--- config.mk ---
export PLATFORM = sky130hd
export DESIGN_NAME = rvu_sqrt
export DESIGN_NICKNAME = d
export VERILOG_FILES = /design/src/sv/rvu_pkg.sv /design/src/sv/rvu_sqrt.sv
export SDC_FILE = /design/constraint.sdc
export NUM_CORES = 2
export LEC_CHECK = 0
export ABC_AREA = 1
export BUFFER_PORTS_ARGS = -buffer_cell sky130_fd_sc_hd__buf_2
export CAP_MARGIN = 15
export CELL_PAD_IN_SITES_DETAIL_PLACEMENT = 1
export CELL_PAD_IN_SITES_GLOBAL_PLACEMENT = 2
export CORE_MARGIN = 5
export CORE_UTILIZATION = 48
export CTS_BUF_LIST = sky130_fd_sc_hd__clkbuf_4 sky130_fd_sc_hd__clkbuf_8
export DETAILED_ROUTE_END_ITERATION = 6
export PLACE_DENSITY = 0.8
export SLEW_MARGIN = 25
export SYNTH_ARGS = -nofsm -noshare
export SYNTH_HDL_FRONTEND = slang
export SYNTH_SLANG_ARGS = --single-unit
--- constraint.sdc ---
create_clock -name clk_i -period 2.65 [get_ports clk_i]
set_input_delay 0.265 -clock clk_i [delete_from_list [all_inputs] [get_ports clk_i]]
set_output_delay 0.265 -clock clk_i [all_outputs]
set_load 0.005 [all_outputs]
--- src/sv/rvu_pkg.sv ---
`timescale 1ns / 1ps
// ----------------------------------------------------------------------------
// Refraction vector unit package
// Fixed-point widths, the sideband carried past the square root and the
// result record shared by the pipeline modules.
// ----------------------------------------------------------------------------
package rvu_pkg;

  localparam int FRAC_BITS = 14;
  localparam int SQ_STEPS  = 21;

  typedef struct packed {
    logic signed [15:0] nx;
    logic signed [15:0] ny;
    logic signed [15:0] nz;
    logic signed [15:0] ix;
    logic signed [15:0] iy;
    logic signed [15:0] iz;
    logic [15:0]        n;
    logic signed [21:0] nd_fl;
    logic               tir;
  } side_t;

  typedef struct packed {
    logic signed [15:0] tx;
    logic signed [15:0] ty;
    logic signed [15:0] tz;
    logic               tir;
  } result_t;

endpackage

--- src/sv/rvu_sqrt.sv ---
`timescale 1ns / 1ps
// ----------------------------------------------------------------------------
// Refraction vector unit square root
// Restoring integer square root, one result bit per pipeline stage; the
// sideband record travels alongside.
// ----------------------------------------------------------------------------
module rvu_sqrt (
  input  logic           clk_i,
  input  logic           rst_ni,
  input  logic           en_i,
  input  logic           valid_i,
  input  logic [40:0]    rad_i,
  input  rvu_pkg::side_t side_i,
  output logic           valid_o,
  output logic [20:0]    root_o,
  output rvu_pkg::side_t side_o
);
  import rvu_pkg::*;

  logic           vld_a  [SQ_STEPS+1];
  logic [40:0]    rem_a  [SQ_STEPS+1];
  logic [41:0]    res_a  [SQ_STEPS+1];
  side_t          side_a [SQ_STEPS+1];

  assign vld_a[0]  = valid_i;
  assign rem_a[0]  = rad_i;
  assign res_a[0]  = '0;
  assign side_a[0] = side_i;

  for (genvar gi = 0; gi < SQ_STEPS; gi++) begin : g_step
    localparam logic [41:0] StepBit = 42'd1 << (2 * (SQ_STEPS - 1 - gi));

    logic [41:0] trial;
    logic [40:0] rem_d;
    logic [41:0] res_d;
    logic        vld_q;
    logic [40:0] rem_q;
    logic [41:0] res_q;
    side_t       side_q;

    always_comb begin
      trial = res_a[gi] + StepBit;
      if ({1'b0, rem_a[gi]} >= trial) begin
        rem_d = rem_a[gi] - trial[40:0];
        res_d = (res_a[gi] >> 1) + StepBit;
      end else begin
        rem_d = rem_a[gi];
        res_d = res_a[gi] >> 1;
      end
    end

    always_ff @(posedge clk_i or negedge rst_ni) begin
      if (!rst_ni) begin
        vld_q <= 1'b0;
      end else if (en_i) begin
        vld_q <= vld_a[gi];
      end
    end

    always_ff @(posedge clk_i) begin
      if (en_i) begin
        rem_q  <= rem_d;
        res_q  <= res_d;
        side_q <= side_a[gi];
      end
    end

    assign vld_a[gi+1]  = vld_q;
    assign rem_a[gi+1]  = rem_q;
    assign res_a[gi+1]  = res_q;
    assign side_a[gi+1] = side_q;
  end

  assign valid_o = vld_a[SQ_STEPS];
  assign root_o  = res_a[SQ_STEPS][20:0];
  assign side_o  = side_a[SQ_STEPS];

endmodule

==> results.toml <==
[sta]
post-route-min-period_ps = 2557
fmax_ghz = 0.3910
setup_violations = 0
rsz0062_at_grt = "yes"
finalCritPeriodShare_pct = 96.50
max-slew-margin-rel_pct = 54.74
skew_ps = 123.2
slew_viol_final = 0
hold_viol = 0
tightest_slew_ps = 678.9

[synth]
syn_nets = 9543
synthCells = 9114
seq_area_frac_synth_pct = 81.85
yosysWarningCount = 0
synth_edf_count = 3886
avgSynthCellArea_um2 = 15.71
yosysUniqueCellTypes = 60
synth_top_flop_cell = "edfxtp_1"
async_reset_ff_share_pct = 0.5375
yosys_register_bits = 3907
synthesis.area_um2 = 143200

[power_and_ir_drop]
p_leak_nw = 64.59
pwr_density_cell_nw_per_um2 = 848.1
ir_drop_mv = 0.7523

[global_routing]
grt_antenna_before_repair = 11
grt_first_pass_wirelength_um = 522800
grt-ovfl-total = 0
grt_pass1_vias = 84220
track_usage_pct = 22.13
grt_max_degree = 110

[floorplanning]
fp.dieH_um = 556.2
die_w_um = 556.2
dieArea_um2 = 309400
rows = 200
io_pins = 337
core-area_um2 = 297000
start_util_pct = 48.21

[place]
post-place-cells = 13810
dpl_cell_area_um2 = 153900
io_buffer_count = 336
finalWeightedCongestion = 0.8706
dp.final_hpwl_um = 220600

[min_path]
hold_class = "in2async"

[setup_path]
r2r.worst_path.cells = 12
worst-path-max-fanout = 4
crit_path_end_kind = "flop"
start_kind = "flop"
cp_cell_sequence = "inv_1 -> ha_1 -> buf_4 -> nand2_1 -> nor2_1 -> inv_1 -> nor2_1 -> nand3_1 -> nand4_1 -> nand2_1 -> nand2_1 -> inv_1"
critical_path_arrival_ps = 3380
path_buf_inv = 4
rr_startpoint = "g_step[12].res_q[22]"
regToRegEndpoint = "g_step[13].rem_q[37]"
crit_family = "simple AND/OR/NAND/NOR gates"
crit_slowest_cell = "edfxtp_1"
regToRegSetupSlack_ps = 90
critical_path.max_stage_delay_ps = 420
crit_type = "reg2reg"
worstPathRequired_ps = 3470

[clock_tree]
numCtsBuffers = 612
cts.sinks = 3907
clk_pin_slew_ps = 70
cts_buffer_depth = 4
clk-insertion-delay-late_ps = 1150
htree_levels = 6
cts-root-buf = "clkbuf_8"
cts_tree = "done"

[final_layout]
stdcell_area_um2 = 170300
area_delta_synth_final_pct = 18.90
fillers = 28070
drive_gt1_share_pct = 18.34
final_cells = 15320
fin_nets = 11310

[routing]
drc_errors = 0
drt_iter0_drc = 5261
avgViaCountPerCell = 5.009
first_pass_iters = 7
wl_per_cell_um = 22.37
drtAntennaViolNets = 0
wirelength_um = 342600
dr_total_vias = 76720

[run_status]
outcome = "completed"

[run]
drv_cap = 0
per-stage QoR:
| step | worst slack [ps] | setup TNS, ps | util, % | total power, W | hold slack, ps |
|---|---|---|---|---|---|
| 2_1_floorplan | 591.2 | 0 | - | 0.08549 | -30.59 |
| 3_3_place_gp | -609.6 | -17040 | 51.81 | 0.09319 | 234.1 |
| 3_5_place_dp | -263.4 | -5727 | 51.82 | 0.09379 | 260.0 |
| 4_1_cts | -11.73 | -11.73 | 57.12 | 0.1451 | 200.7 |
| 5_1_grt | -19.66 | -55.55 | 57.32 | 0.1519 | 267.7 |
| 6_report | 92.69 | 0 | 57.33 | 0.1444 | 343.5 |
Yosys cell counts (all sizes together), types with 2 or more instances:
library cell	instances	share of area, %
a211oi	5	0.030
a21boi	5	0.026
a21o	13	0.068
a21oi	323	1.3
a31oi	3	0.013
and2	2	0.0087
and3	2	0.0087
buf	46	0.30
clkbuf	6	0.016
dfrtp	21	0.37
edfxtp	3886	81
ha	248	2.2
inv	922	2.4
nand2	1803	4.8
nand3	330	1.2
nand3b	27	0.14
nand4	126	0.55
nor2	660	1.9
nor3	106	0.39
nor3b	7	0.044
nor4	62	0.28
o211ai	5	0.026
o21a	12	0.063
o21ai	239	0.91
o21bai	18	0.11
o221ai	2	0.012
or2	13	0.057
xnor2	101	0.62
xor2	114	0.70
cells in the final DEF (no fill, tap or decap), types with 34 or more instances in the layout:
cell and n:
edfxtp_1 3886, nor4_1 61, clkinv_1 179, nor3_1 96, a21oi_1 233, a21oi_2 89, xnor2_1 101, ha_1 225
clkbuf_4 149, nand2_2 39, buf_2 336, dlygate4sd3_1 359, buf_4 425, o21ai_2 34, buf_12 82, nand4_1 125
clkinv_2 74, nand3_1 315, o21ai_0 152, inv_1 892, nor2_1 612, o21ai_1 53, nand2_1 1760, xor2_1 114
clkbuf_8 622
worst min-delay path: cells and delay by family:
kind	cells	cell delay, ps
buf+inv	4	1660
kinds of logic after synthesis:
logic type                 after synthesis  share of synthesized area, %
AOI/OAI and AO/OA                      627                         2.583
buffers and inverters                  974                         2.737
adders and majority gates              249                         2.181
muxes                                    1                      0.007863
xor gates and xnor gates               215                         1.315
other                                    1                      0.002619
DFF                                   3907                         81.85
and+or+nand+nor                       3140                         9.323
flip-flops by register name, summed over array words and instances (netlist names):
signal,count
g_step.side_q,2700
g_step.rem_q,820
g_step.res_q,231
side_o,135
g_step.vld_q,20
valid_o,1
timing repair:
item                                   4_1_cts  5_1_grt
pin swaps                                    2        8
buffers inserted                            14       27
setup endpoints to repair                   87      166
hold buffers                               359        1
gates cloned                                 2        0
gates resized for setup                     14       89
endpoints found under the hold margin     1737       21
cell type report:
class / instances / area (µm²) / area share [%]
Sequential cell: 3907 / 117200 / 68.84
Multi-Input combinational cell: 4235 / 22520 / 13.23
Timing Repair Buffer: 1205 / 10160 / 5.965
Clock buffer: 770 / 9666 / 5.676
Tap cell: 3939 / 4928 / 2.894
Inverter: 922 / 3471 / 2.038
Clock inverter: 332 / 2301 / 1.351
Antenna cell: 6 / 15.01 / 0.008817
per-layer routing:
layer  GRT usage (%)  up-vias  part of all wire [%]
met5               0        -                     0
met4           5.779        0                   2.5
met3           2.956      530                   3.9
met2           38.80     1691                    51
met1           29.25    38260                    43
li1                -    36240                     -
worst max-delay path by stage:
stage                         start              endpoint  slack [ps]  cells past startpoint
5_1_grt        g_step[12].res_q[22]  g_step[13].rem_q[29]         -20                     13
6_report       g_step[12].res_q[22]  g_step[13].rem_q[37]          90                     12
2_1_floorplan   g_step[18].rem_q[5]  g_step[19].rem_q[25]         590                     11
3_3_place_gp    g_step[18].rem_q[5]  g_step[19].rem_q[18]        -610                     11
4_1_cts         g_step[18].rem_q[9]  g_step[19].rem_q[19]         -10                     13
3_5_place_dp    g_step[18].rem_q[5]  g_step[19].rem_q[21]        -260                     12
power by group:
part / switching (W) / internal [W]
logic: 0.0108 / 0.00594
registers: 0.00291 / 0.0739
clock network: 0.0250 / 0.0259
(Power assumes the default switching activity.)
